[config.mk]
export PLATFORM = sky130hd
export DESIGN_NAME = priority_ready_queue_scheduler
export DESIGN_NICKNAME = d
export VERILOG_FILES = /design/src/rtl/core/prq_pkg.sv /design/src/rtl/core/prq_ram.sv /design/src/rtl/core/priority_ready_queue_scheduler.sv
export VERILOG_INCLUDE_DIRS = /design/src /design/src/rtl/core
export SDC_FILE = /design/constraint.sdc
export NUM_CORES = 1
export LEC_CHECK = 0
export BUFFER_PORTS_ARGS = -buffer_cell sky130_fd_sc_hd__buf_2
export CORE_MARGIN = 1
export CORE_UTILIZATION = 30
export CTS_CLUSTER_DIAMETER = 50
export DETAILED_ROUTE_END_ITERATION = 10
export PLACE_DENSITY = 0.43
export SLEW_MARGIN = 20
export SYNTH_ARGS = -nofsm -noshare
export SYNTH_HDL_FRONTEND = slang
export SYNTH_SLANG_ARGS = --single-unit
[constraint.sdc]
create_clock -name clk -period 3.2 [get_ports clk]
set_clock_uncertainty 0.15 [all_clocks]
set_input_delay 0.64 -clock clk [delete_from_list [all_inputs] [get_ports clk]]
set_output_delay 0.64 -clock clk [all_outputs]
set_load 0.1 [all_outputs]
[src/rtl/core/priority_ready_queue_scheduler_assert.svh]
// Assertion macros shared by the scheduler RTL.
`ifndef PRIORITY_READY_QUEUE_SCHEDULER_ASSERT_SVH
`define PRIORITY_READY_QUEUE_SCHEDULER_ASSERT_SVH

// Same-cycle implication, disabled while in reset.
`define PRQ_ASSERT_IMP(lbl, ante, cons, msg) \
	lbl: assert property (@(posedge clk) disable iff (!arst_n) (ante) |-> (cons)) \
		else $error(msg);

// Next-cycle implication, disabled while in reset.
`define PRQ_ASSERT_NXT(lbl, ante, cons, msg) \
	lbl: assert property (@(posedge clk) disable iff (!arst_n) (ante) |=> (cons)) \
		else $error(msg);

`endif

[src/rtl/core/prq_pkg.sv]
// Types and codes for the priority ready queue scheduler.
`default_nettype none

package prq_pkg;

	localparam int ACT_W  = 2;
	localparam int TASK_W = 5;
	localparam int LVL_W  = 5;

	typedef enum logic [ACT_W-1:0] {
		ACT_ADD    = 2'd0,
		ACT_REMOVE = 2'd1,
		ACT_PICK   = 2'd2
	} act_t;

	typedef enum logic [1:0] {
		STAT_DONE = 2'd0,
		STAT_MISS = 2'd1,
		STAT_DUP  = 2'd2
	} stat_t;

	typedef enum logic [3:0] {
		ST_IDLE,
		ST_ADD_CHK,
		ST_ADD_LINK,
		ST_RM_CHK,
		ST_RM_HEAD,
		ST_RM_WALK,
		ST_PK_SCAN,
		ST_PK_HEAD,
		ST_PK_ROT
	} state_t;

endpackage

`default_nettype wire

[src/rtl/core/prq_ram.sv]
// Simple dual-port RAM: one write port, one read port with registered read data.
`default_nettype none

module prq_ram #(
	parameter int DEPTH = 32,
	parameter int WIDTH = 5,
	localparam int AW = (DEPTH > 1) ? $clog2(DEPTH) : 1
) (
	input  wire logic             clk,
	input  wire logic             we,
	input  wire logic [AW-1:0]    wa,
	input  wire logic [WIDTH-1:0] wd,
	input  wire logic [AW-1:0]    ra,
	output logic      [WIDTH-1:0] rd
);

	logic [WIDTH-1:0] mem_q [DEPTH];
	logic [WIDTH-1:0] rd_q;

	always_ff @(posedge clk) begin
		if (we) begin
			mem_q[wa] <= wd;
		end
		rd_q <= mem_q[ra];
	end

	assign rd = rd_q;

endmodule

`default_nettype wire

[src/rtl/core/priority_ready_queue_scheduler.sv]
// Multilevel priority round-robin ready queue scheduler, linked lists in RAM.
// Steps from accept to done: add checks the task, then links it behind the tail if the level
// is not empty; remove checks, reads the head, then walks its list; pick scans the levels, reads the head, may rotate.
// One item at a time; set by the one-entry-per-cycle list walk and level scan.
// A new word is taken in the cycle that done is high; the receiver cannot stall.
// Reset clears all queues at once (valid bits in flops); no clearing pass is needed.
`default_nettype none

module priority_ready_queue_scheduler
	import prq_pkg::*;
#(
	parameter int NUM_LEVELS = 32,
	parameter int MAX_TASKS  = 32
) (
	input  wire logic              clk,
	input  wire logic              arst_n,
	input  wire logic              start,
	output logic                   busy,
	input  wire logic [ACT_W-1:0]  action,
	input  wire logic [TASK_W-1:0] task_id,
	input  wire logic [LVL_W-1:0]  priority_req,
	output logic                   done,
	output logic                   picked_valid,
	output logic [TASK_W-1:0]      picked_task,
	output logic [1:0]             status
);

	`include "priority_ready_queue_scheduler_assert.svh"

	localparam int TW = $clog2(MAX_TASKS);
	localparam int LW = $clog2(NUM_LEVELS);

	state_t state_q, state_d;

	logic [NUM_LEVELS-1:0] nonempty_q;
	logic [MAX_TASKS-1:0]  queued_q;
	logic [MAX_TASKS-1:0]  nv_q;

	logic [TW-1:0] t_q, cur_q, prev_q, cnt_q;
	logic [LW-1:0] lvl_q;
	logic          bad_q, has_prev_q;

	logic          done_q, picked_valid_q;
	logic [TW-1:0] picked_task_q;
	stat_t         status_q;

	logic [TW-1:0] head_rd, tail_rd, nt_rd;

	logic          head_we, tail_we, nt_we;
	logic [TW-1:0] head_wd, tail_wd, nt_wa, nt_wd, nt_ra;

	logic          fin, fin_valid;
	logic [TW-1:0] fin_task;
	stat_t         fin_status;

	logic          ne_set, ne_clr, q_set, q_clr;
	logic          nv_clr_en, nv_wr_en, nv_wr_val;
	logic [TW-1:0] nv_clr_idx, nv_wr_idx;
	logic          load_cur, walk_adv, lvl_adv;
	logic          accept, req_bad;

	assign busy   = (state_q != ST_IDLE);
	assign accept = start && !busy;
	assign req_bad = (int'(task_id) >= MAX_TASKS) || (int'(priority_req) >= NUM_LEVELS);

	prq_ram #(.DEPTH(NUM_LEVELS), .WIDTH(TW)) u_head (
		.clk(clk), .we(head_we), .wa(lvl_q), .wd(head_wd), .ra(lvl_q), .rd(head_rd)
	);

	prq_ram #(.DEPTH(NUM_LEVELS), .WIDTH(TW)) u_tail (
		.clk(clk), .we(tail_we), .wa(lvl_q), .wd(tail_wd), .ra(lvl_q), .rd(tail_rd)
	);

	prq_ram #(.DEPTH(MAX_TASKS), .WIDTH(TW)) u_next (
		.clk(clk), .we(nt_we), .wa(nt_wa), .wd(nt_wd), .ra(nt_ra), .rd(nt_rd)
	);

	always_ff @(posedge clk or negedge arst_n) begin
		if (!arst_n) begin
			state_q <= ST_IDLE;
		end else begin
			state_q <= state_d;
		end
	end

	always_comb begin
		state_d    = state_q;
		head_we    = 1'b0;
		head_wd    = t_q;
		tail_we    = 1'b0;
		tail_wd    = t_q;
		nt_we      = 1'b0;
		nt_wa      = tail_rd;
		nt_wd      = t_q;
		nt_ra      = cur_q;
		fin        = 1'b0;
		fin_valid  = 1'b0;
		fin_task   = '0;
		fin_status = STAT_MISS;
		ne_set     = 1'b0;
		ne_clr     = 1'b0;
		q_set      = 1'b0;
		q_clr      = 1'b0;
		nv_clr_en  = 1'b0;
		nv_clr_idx = t_q;
		nv_wr_en   = 1'b0;
		nv_wr_idx  = tail_rd;
		nv_wr_val  = 1'b1;
		load_cur   = 1'b0;
		walk_adv   = 1'b0;
		lvl_adv    = 1'b0;

		unique case (state_q)
			ST_IDLE: begin
				if (accept) begin
					unique case (action)
						ACT_ADD:    state_d = ST_ADD_CHK;
						ACT_REMOVE: state_d = ST_RM_CHK;
						ACT_PICK:   state_d = ST_PK_SCAN;
						default:    fin = 1'b1;
					endcase
				end
			end
			ST_ADD_CHK: begin
				state_d = ST_IDLE;
				fin     = 1'b1;
				if (bad_q) begin
					fin_status = STAT_MISS;
				end else if (queued_q[t_q]) begin
					fin_status = STAT_DUP;
				end else if (!nonempty_q[lvl_q]) begin
					head_we    = 1'b1;
					tail_we    = 1'b1;
					ne_set     = 1'b1;
					q_set      = 1'b1;
					nv_clr_en  = 1'b1;
					fin_status = STAT_DONE;
				end else begin
					fin     = 1'b0;
					state_d = ST_ADD_LINK;
				end
			end
			ST_ADD_LINK: begin
				// append behind the current tail
				nt_we      = 1'b1;
				nv_wr_en   = 1'b1;
				tail_we    = 1'b1;
				q_set      = 1'b1;
				nv_clr_en  = 1'b1;
				fin        = 1'b1;
				fin_status = STAT_DONE;
				state_d    = ST_IDLE;
			end
			ST_RM_CHK: begin
				if (bad_q || !nonempty_q[lvl_q]) begin
					fin     = 1'b1;
					state_d = ST_IDLE;
				end else begin
					state_d = ST_RM_HEAD;
				end
			end
			ST_RM_HEAD: begin
				nt_ra    = head_rd;
				load_cur = 1'b1;
				state_d  = ST_RM_WALK;
			end
			ST_RM_WALK: begin
				if (cur_q == t_q) begin
					// unlink the current entry
					if (has_prev_q) begin
						nt_we     = 1'b1;
						nt_wa     = prev_q;
						nt_wd     = nt_rd;
						nv_wr_en  = 1'b1;
						nv_wr_idx = prev_q;
						nv_wr_val = nv_q[cur_q];
						if (tail_rd == cur_q) begin
							tail_we = 1'b1;
							tail_wd = prev_q;
						end
					end else if (nv_q[cur_q]) begin
						head_we = 1'b1;
						head_wd = nt_rd;
					end else begin
						ne_clr = 1'b1;
					end
					nv_clr_en  = 1'b1;
					nv_clr_idx = cur_q;
					q_clr      = 1'b1;
					fin        = 1'b1;
					fin_status = STAT_DONE;
					state_d    = ST_IDLE;
				end else if (!nv_q[cur_q] || cnt_q == TW'(MAX_TASKS - 1)) begin
					fin     = 1'b1;
					state_d = ST_IDLE;
				end else begin
					// fetch the link of the following entry while advancing
					nt_ra    = nt_rd;
					walk_adv = 1'b1;
				end
			end
			ST_PK_SCAN: begin
				if (nonempty_q[lvl_q]) begin
					state_d = ST_PK_HEAD;
				end else if (lvl_q == LW'(NUM_LEVELS - 1)) begin
					fin     = 1'b1;
					state_d = ST_IDLE;
				end else begin
					lvl_adv = 1'b1;
				end
			end
			ST_PK_HEAD: begin
				nt_ra    = head_rd;
				load_cur = 1'b1;
				if (nv_q[head_rd]) begin
					state_d = ST_PK_ROT;
				end else begin
					fin        = 1'b1;
					fin_valid  = 1'b1;
					fin_task   = head_rd;
					fin_status = STAT_DONE;
					state_d    = ST_IDLE;
				end
			end
			ST_PK_ROT: begin
				// rotate the served head to the tail
				head_we    = 1'b1;
				head_wd    = nt_rd;
				nv_clr_en  = 1'b1;
				nv_clr_idx = cur_q;
				nt_we      = 1'b1;
				nt_wd      = cur_q;
				nv_wr_en   = 1'b1;
				tail_we    = 1'b1;
				tail_wd    = cur_q;
				fin        = 1'b1;
				fin_valid  = 1'b1;
				fin_task   = cur_q;
				fin_status = STAT_DONE;
				state_d    = ST_IDLE;
			end
			default: state_d = ST_IDLE;
		endcase
	end

	always_ff @(posedge clk or negedge arst_n) begin
		if (!arst_n) begin
			done_q     <= 1'b0;
			nonempty_q <= '0;
			queued_q   <= '0;
			nv_q       <= '0;
		end else begin
			done_q <= fin;
			if (ne_set) begin
				nonempty_q[lvl_q] <= 1'b1;
			end
			if (ne_clr) begin
				nonempty_q[lvl_q] <= 1'b0;
			end
			if (q_set) begin
				queued_q[t_q] <= 1'b1;
			end
			if (q_clr) begin
				queued_q[t_q] <= 1'b0;
			end
			if (nv_clr_en) begin
				nv_q[nv_clr_idx] <= 1'b0;
			end
			if (nv_wr_en) begin
				nv_q[nv_wr_idx] <= nv_wr_val;
			end
		end
	end

	always_ff @(posedge clk) begin
		if (accept) begin
			t_q   <= TW'(task_id);
			lvl_q <= (action == ACT_PICK) ? '0 : LW'(priority_req);
			bad_q <= req_bad;
		end else if (lvl_adv) begin
			lvl_q <= lvl_q + LW'(1);
		end
		if (load_cur) begin
			cur_q      <= head_rd;
			has_prev_q <= 1'b0;
			cnt_q      <= '0;
		end else if (walk_adv) begin
			prev_q     <= cur_q;
			cur_q      <= nt_rd;
			has_prev_q <= 1'b1;
			cnt_q      <= cnt_q + TW'(1);
		end
		if (fin) begin
			picked_valid_q <= fin_valid;
			picked_task_q  <= fin_task;
			status_q       <= fin_status;
		end
	end

	assign done         = done_q;
	assign picked_valid = picked_valid_q;
	assign picked_task  = TASK_W'(picked_task_q);
	assign status       = status_q;

	`PRQ_ASSERT_IMP(a_pick_status, done && picked_valid, status == STAT_DONE,
		"picked word without done status")
	`PRQ_ASSERT_IMP(a_empty_task, done && !picked_valid, picked_task == '0,
		"nonzero task without a pick")
	`PRQ_ASSERT_IMP(a_done_idle, done, !busy, "result shown while still busy")
	`PRQ_ASSERT_NXT(a_go_busy,
		accept && (action == ACT_ADD || action == ACT_REMOVE || action == ACT_PICK),
		busy, "valid action accepted but sequencer stayed idle")
	`PRQ_ASSERT_IMP(a_walk_start, state_q == ST_RM_WALK && !has_prev_q, cnt_q == '0,
		"walk step count moved without a predecessor")

endmodule

`default_nettype wire
## Word-level counts from Yosys, hierarchy flattened

Memories as Yosys holds them, arrays and structs flattened. A register that Yosys moved wholly into a read port is not among the register bits.
Cells that the tools add are included.

- Add/sub/neg operators: 2
- Order comparisons: 10
- Equal/unequal tests: 18
- Multiplexer cells: 113
- Bitwise gates (word level): 9
- Reductions and logical operators: 18

Operators with widths:

| kind | number |
|---|---|
| $mux W32 | 6 |
| $mux W5 | 20 |
| $and A32 B32 Y32 | 3 |
| $not A32 Y32 | 3 |
| $or A32 B32 Y32 | 2 |
| $pmux W5 S2 | 6 |
| $mux W1 | 52 |
| $lt A5 B6 Y1 const B | 6 |
| $bwmux W32 | 1 |
| $pmux W4 S7 | 1 |
| $mux W4 | 6 |
| $bmux W1 S5 | 4 |
| $demux W1 S5 | 4 |
| $ge A5 B1 Y1 const B | 4 |
| $eq A4 B3 Y1 const B | 4 |
| $pmux W4 S3 | 1 |
| $add A5 B1 Y5 const B | 2 |
| $eq A5 B5 Y1 | 2 |
| $eq A5 B5 Y1 const B | 2 |
| $pmux W1 S3 | 3 |
| $eq A4 B2 Y1 const B | 2 |
| $pmux W2 S4 | 1 |
| $pmux W1 S7 | 1 |
| $mux W2 | 3 |
| other kinds (21) | 31 |

- Flip-flop bits (word level): 135
- RAM bits: 480
- Bits of input ports: 15
- Output and inout port bits: 10
- Word-level logic and storage cells: 187
- Memories: 3

Memories:

| name | depth | width | rd ports | clocked after memory_dff | wr ports | line | RTL |
|---|---|---|---|---|---|---|---|
| u_head.mem_q | 32 | 5 | 1 | 1 | 1 | prq_ram.sv:17 | `logic [WIDTH-1:0] mem_q [DEPTH];` |
| u_next.mem_q | 32 | 5 | 1 | 1 | 1 | prq_ram.sv:17 |  |
| u_tail.mem_q | 32 | 5 | 1 | 1 | 1 | prq_ram.sv:17 |  |

## Logic depth before layout (Yosys ltp)

- Depth in word-level cells: 12
- Mapped depth: 17
- Mapped depth without buffers: 12

## Hierarchy

A second synthesis with hierarchy kept.

- Cell total of the unflattened synthesis: 1759
- Area, all modules: 27520.1 um2

By module, submodules not included:

| module | times used | cells each | area an instance (um2) | seq. area each (um2) |
|---|---|---|---|---|
| prq_ram | 3 | 277 | 6344.8 | 4904.7 |
| priority_ready_queue_scheduler | 1 | 928 | 8485.6 | 3488.3 |

## Worst setup path after synthesis

OpenSTA, ideal clock, no wires.

- Path kind: register -> register
- From: register lvl_q[0]
- To: memory u_tail.mem_q[25][0] (enable)
- Setup time: 0.339 ns
- Arrival time: 2.736 ns
- Data required time: 2.711 ns
- Slack: -0.025 ns
- Stages on the path, launching flop included: 10
- Buffers on the path: 2
- Period minus slack after synthesis: 3.225 ns
- Cells stage by stage: edfxtp_1 buf_2 mux4_2 a22oi_1 nand4_1 nor3_2 or2_2 nor2_1 clkbuf_1 nor2_1

- Word-level cells in the longest chain between the ends: 7

RTL lines:

| element | line | RTL |
|---|---|---|
| start, declared | priority_ready_queue_scheduler.sv:40 | `logic [LW-1:0] lvl_q;` |
| start signal, assigned | priority_ready_queue_scheduler.sv:278 | `lvl_q <= (action == ACT_PICK) ? '0 : LW'(priority_req);` |
| start signal, assigned | priority_ready_queue_scheduler.sv:281 | `lvl_q <= lvl_q + LW'(1);` |
| $bmux W1 S5 | priority_ready_queue_scheduler.sv:131 | `end else if (!nonempty_q[lvl_q]) begin` |
| $mux W1 (not written as such) | priority_ready_queue_scheduler.sv:131 |  |
| $mux W1 | priority_ready_queue_scheduler.sv:131 |  |
| $mux W1 | priority_ready_queue_scheduler.sv:129 | `end else if (queued_q[t_q]) begin` |
| $pmux W1 S3 | priority_ready_queue_scheduler.sv:113 | `unique case (state_q)` |
| $mux W1 | prq_ram.sv:21 | `if (we) begin` |
| $mux W1 (not written as such) | prq_ram.sv:22 | `mem_q[wa] <= wd;` |
| end, declared | prq_ram.sv:17 |  |

Several ways; a longest one is shown, not always the timed one. The select of a mux whose other input is x is not followed.

## Worst setup path after layout

- From: register cur_q[1]
- To: register u_next.rd_q[1] (netlist: u_next.rd[1]) (read register of u_next.mem_q)

- Word-level cells in the longest chain between the ends: 7
- Elaborated cells between the ends (all ways): 8
- Classes of those cells: eq/ne: 1; mux: 5; reduce/logical: 2

RTL lines:

| element | line | RTL |
|---|---|---|
| start, declared | priority_ready_queue_scheduler.sv:39 | `logic [TW-1:0] t_q, cur_q, prev_q, cnt_q;` |
| start signal, assigned | priority_ready_queue_scheduler.sv:284 | `cur_q <= head_rd;` |
| start signal, assigned | priority_ready_queue_scheduler.sv:289 | `cur_q <= nt_rd;` |
| $bmux W1 S5 | priority_ready_queue_scheduler.sv:193 | `end else if (!nv_q[cur_q] \|\| cnt_q == TW'(MAX_TASKS - 1)) begin` |
| $mux W1 (not written as such) | priority_ready_queue_scheduler.sv:193 |  |
| $logic_not A1 Y1 | priority_ready_queue_scheduler.sv:193 |  |
| $logic_or A1 B1 Y1 | priority_ready_queue_scheduler.sv:193 |  |
| $mux W5 | priority_ready_queue_scheduler.sv:193 |  |
| $mux W5 | priority_ready_queue_scheduler.sv:168 | `if (cur_q == t_q) begin` |
| $pmux W5 S2 (*) | priority_ready_queue_scheduler.sv:113 |  |
| end, declared | prq_ram.sv:18 | `logic [WIDTH-1:0] rd_q;` |

Every way passes the cells marked *; elsewhere a longest branch is shown, timed or not. The select of a mux whose other input is x is not followed.
A chain may end at the register's enable or synchronous reset.

==> key figures <==
CTS
  • TritonCTS clock tree: done
  • CTS clk-pin slew, worst paths: approximately 0.05 ns
  • Root Buffer: clkbuf_16
  • H-tree Lvls: 3
  • TritonCTS Buffers: between 80 and 90
  • TritonCTS sink count: 630
  • CTS max path bufs: 3
  • Clock latency at the later pin of the worst-skew pair: roughly 0.65 ns

Place
  • IO Port Bufs: 24
  • Post-Place Cells: around 3,100
  • Gpl congestion: 0.908
  • Placement-stage worst setup slack: -0.336 ns
  • Post-DP HPWL: around 52,000 um

Logic synthesis
  • Syn Nets: 1,784
  • Synthesized area per cell: between 15 and 20 um^2
  • Yosys reg bits: 630
  • Synth unique cells: 70
  • Async SR Flop Fraction: about 16%
  • Post-synth EDFFs: just over 500
  • Top-area cell type share of the netlist area: a little under three fifths
  • Mapped Area: about 27,000 um^2
  • Post-Syn Instances: between 1,500 and 2,000
  • Primary FF master, synth: edfxtp_1
  • Register area share after synthesis: 67.8%
  • Largest cells by area after synthesis: edfxtp_1, dfrtp_1, mux4_2, mux2i_1, nand2_1
  • Ys Warns: 0
  • Post-synth top area cell: edfxtp_1

Route
  • DRC: 6
  • Drt wl/cell: between 20 and 25 um
  • Routed WL: between 70,000 and 80,000 um
  • Routed Antenna Nets: 0
  • Drt via density: ~5.1
  • Initial DRC Count: between 1,000 and 1,500
  • Vias: about 17,000
  • TritonRoute pass-1 iters: 8

Timing
  • Hold Fails Final Rpt: 0
  • Total negative slack: -0.934 ns
  • Rel. slew slack: between 30% and 40%
  • Setup violations, final: 30
  • Final Cycle Share: 107%
  • Max Freq: 293 MHz
  • Slew Limit Fails: 0
  • RSZ-0062 raised after global routing: yes
  • Post-layout min period: approximately 3.4 ns
  • Post-route setup slack: -0.214 ns
  • Slew @ Worst Pin: approximately 0.9 ns

Global route
  • Grt met3 use: 2.65%
  • Gr ovfl total: 0
  • Gr busiest metal: met2
  • GR met2 Demand/Resource: 28.9%
  • Vias in the first global route: 17,300
  • Gr usage total: between 10% and 20%
  • First-pass GRT wire length: about 110,000 um
  • Largest net degree at the start of global routing: between 60 and 70
  • Met1 usage: 22.5%
  • Initial antenna violation count: 2

Floorplan
  • Die Y: 301 um
  • I/O pin cnt: 25
  • Die X-Extent: approximately 300 um
  • Row count: between 100 and 150
  • Core Box Area: between 80,000 and 90,000 um^2
  • Starting Density: 30.4%
  • Die ar.: between 90,000 and 100,000 um^2

Power and ir drop
  • Peak supply drop: ~470 uV
  • Static leakage: about 12 nW
  • PD cells: between 900 and 1000 nW/um^2
  • Switch Pwr: 0.0118 W
  • Flop pwr share: 32.9%
  • Internal power: 0.0215 W
  • Clock power frac: between 20% and 30%
  • Combinational group share of total power: 38.8%
  • Tot Pwr: ~0.033 W
  • Sw Ratio: a little over a third

Critical path
  • Worst R2R Setup Slack: -0.21 ns
  • Crit Reg-Reg Endpoint: u_next.rd[1]
  • Critical Path AT: about 3.8 ns
  • R2r worst-path depth: 16
  • CP cell instances: buf_12 -> buf_12 -> mux2i_1 -> a22oi_1 -> nand3_2 -> nand4_4 -> and2_4 -> nand2_4 -> inv_8 -> a221o_4 -> buf_12 -> buf_12 -> mux2i_1 -> a32oi_1 -> nand2_1 -> nor4_2
  • Slowest-stage cell, CP: a221o_4
  • Most used cell, CP: buf_12
  • Setup crit end kind: flop
  • CP Max Fanout: 8
  • CP required: between 3 and 4 ns
  • R2r startpoint: cur_q[1]
  • Critical path type: flop to flop
  • Setup crit start kind: flop
  • Crit path largest cell delay: around 0.45 ns

Finish
  • Finished Layout Cells: around 3,300
  • Commonest non-fill, non-tap cell in the layout: edfxtp_1
  • Share of cells above drive strength 1: 36.3%
  • Antenna diodes: 0
  • Utilization after layout: 39.5%
  • Syn-to-layout area delta: 30.2%
  • # nets final: roughly 2,100
  • Commonest non-fill, non-tap cells in the layout: edfxtp_1, buf_4, nand2_1, mux4_2, dfrtp_1
  • Fillers: between 8,000 and 9,000

Job
  • Max_cap viols: 0

Outcome
  • Status: complete, but fails checks
  • Failing checks: DRC, setup timing

Worst hold path
  • Startpoint of the worst hold path: task_id[3]
  • Hold Path Depth: 1
  • Hold worst-path end: t_q[3]
  • Hold crit path type: primary input to flop
flip-flops by register name, indices dropped and copies added (netlist names), 2 cells and up:
signal / cells
u_next.rd: 5
t_q: 5
state_q: 4
nonempty_q: 32
u_head.rd: 5
u_head.mem_q: 160
nv_q: 32
picked_task: 5
cur_q: 5
cnt_q: 5
lvl_q: 5
status: 2
u_tail.rd: 5
u_next.mem_q: 160
prev_q: 5
queued_q: 32
u_tail.mem_q: 160
routing by layer:
metal  wire [um]  vias to the layer above
met3        3160                      104
met5           0                        -
met1       34300                     8836
met2       39400                      409
met4        1650                        0
li1            -                     7632
cell usage after synthesis, types with 7 or more instances:
cell type  number
edfxtp_1      508
nor3b_1        10
nand3_1         9
buf_1           8
nand4_1        16
or4_1           7
and3b_1         9
a31oi_1        65
buf_2          13
nor2_1        123
o21ai_0        34
mux2i_1        98
inv_1          17
nand2_1       150
a22oi_1        54
and3_1          8
clkbuf_1       80
nand2b_1        8
mux4_2        106
nor3_1         16
dfrtp_1       101
a21o_1          9
a32oi_1        29
a21oi_1        86
xor2_1          9
a221o_1        12
and2_1         29
dfxtp_1        21
a211oi_1       20
ha_1           12
critical path: cells and delay by family, from the launching register on:
kind / cells / cell delay (ns)
multiplexers: 2 / 0.29
AO/OA/AOI/OAI: 3 / 0.83
buffers and inverters: 5 / 0.63
flip-flops: 1 / 0.41
AND/OR/NAND/NOR: 6 / 1.00
cell type report:
type / instances / area [um^2] / share of cell area [%]
flip-flops and latches: 630 / 18200 / 52.0
multi-input cells: 1002 / 9170 / 26.2
repair buffers: 344 / 3200 / 9.14
clock buffers: 111 / 2400 / 6.87
well taps: 1165 / 1460 / 4.17
clock inverters: 49 / 469 / 1.34
inverters: 18 / 75.1 / 0.215
cells by family after synthesis:
kind of cell | Yosys count | synth area share, %
buffers and inverters | 127 | 2.05
XOR/XNOR | 14 | 0.456
adder cells (fa/ha/maj) | 12 | 0.559
multiplexers | 210 | 12.8
flip-flops | 630 | 67.8
AO/OA/AOI/OAI | 336 | 8.49
AND/OR/NAND/NOR | 428 | 7.90
metrics by stage:
step                cell area (um^2)  hold slack, ns
global placement               30200           0.323
detailed placement             30200           0.327
global route                   35000         0.00982
CTS                            33500         0.00310
floorplan                      26900           0.194
finish                         35000          0.0367
power by group through the flow:
| stage | sequential [W] | combinational (W) | clock (W) |
|---|---|---|---|
| 2_1_floorplan | 0.0112 | 0.00632 | 0 |
| 3_3_place_gp | 0.0111 | 0.0108 | 0 |
| 3_5_place_dp | 0.0111 | 0.0110 | 0 |
| 4_1_cts | 0.0109 | 0.0114 | 0.00967 |
| 5_1_grt | 0.0111 | 0.0138 | 0.00997 |
| 6_report | 0.0110 | 0.0129 | 0.00945 |
repair_timing:
item                       in CTS  in global routing
setup buffers                  10                 32
hold buffers                    5                  0
resized for setup              66                286
hold endpoints to repair       58                  0
gates cloned                    2                  8
pin swaps                      10                 57
setup endpoints to repair     555                522
worst max-delay path by stage:
stage,from,endpoint,slack (ns),cells after the start
floorplan,lvl_q[0],u_tail.mem_q[25][0],0.0007,9
global placement,t_q[0],u_tail.mem_q[4][4],-0.30,10
detailed placement,cur_q[1],u_next.rd[2],-0.34,13
CTS,cur_q[1],u_next.rd[1],-0.17,13
global route,cur_q[1],u_next.rd[3],-0.32,15
finish,cur_q[1],u_next.rd[1],-0.21,16
(Power assumes the default switching activity.)
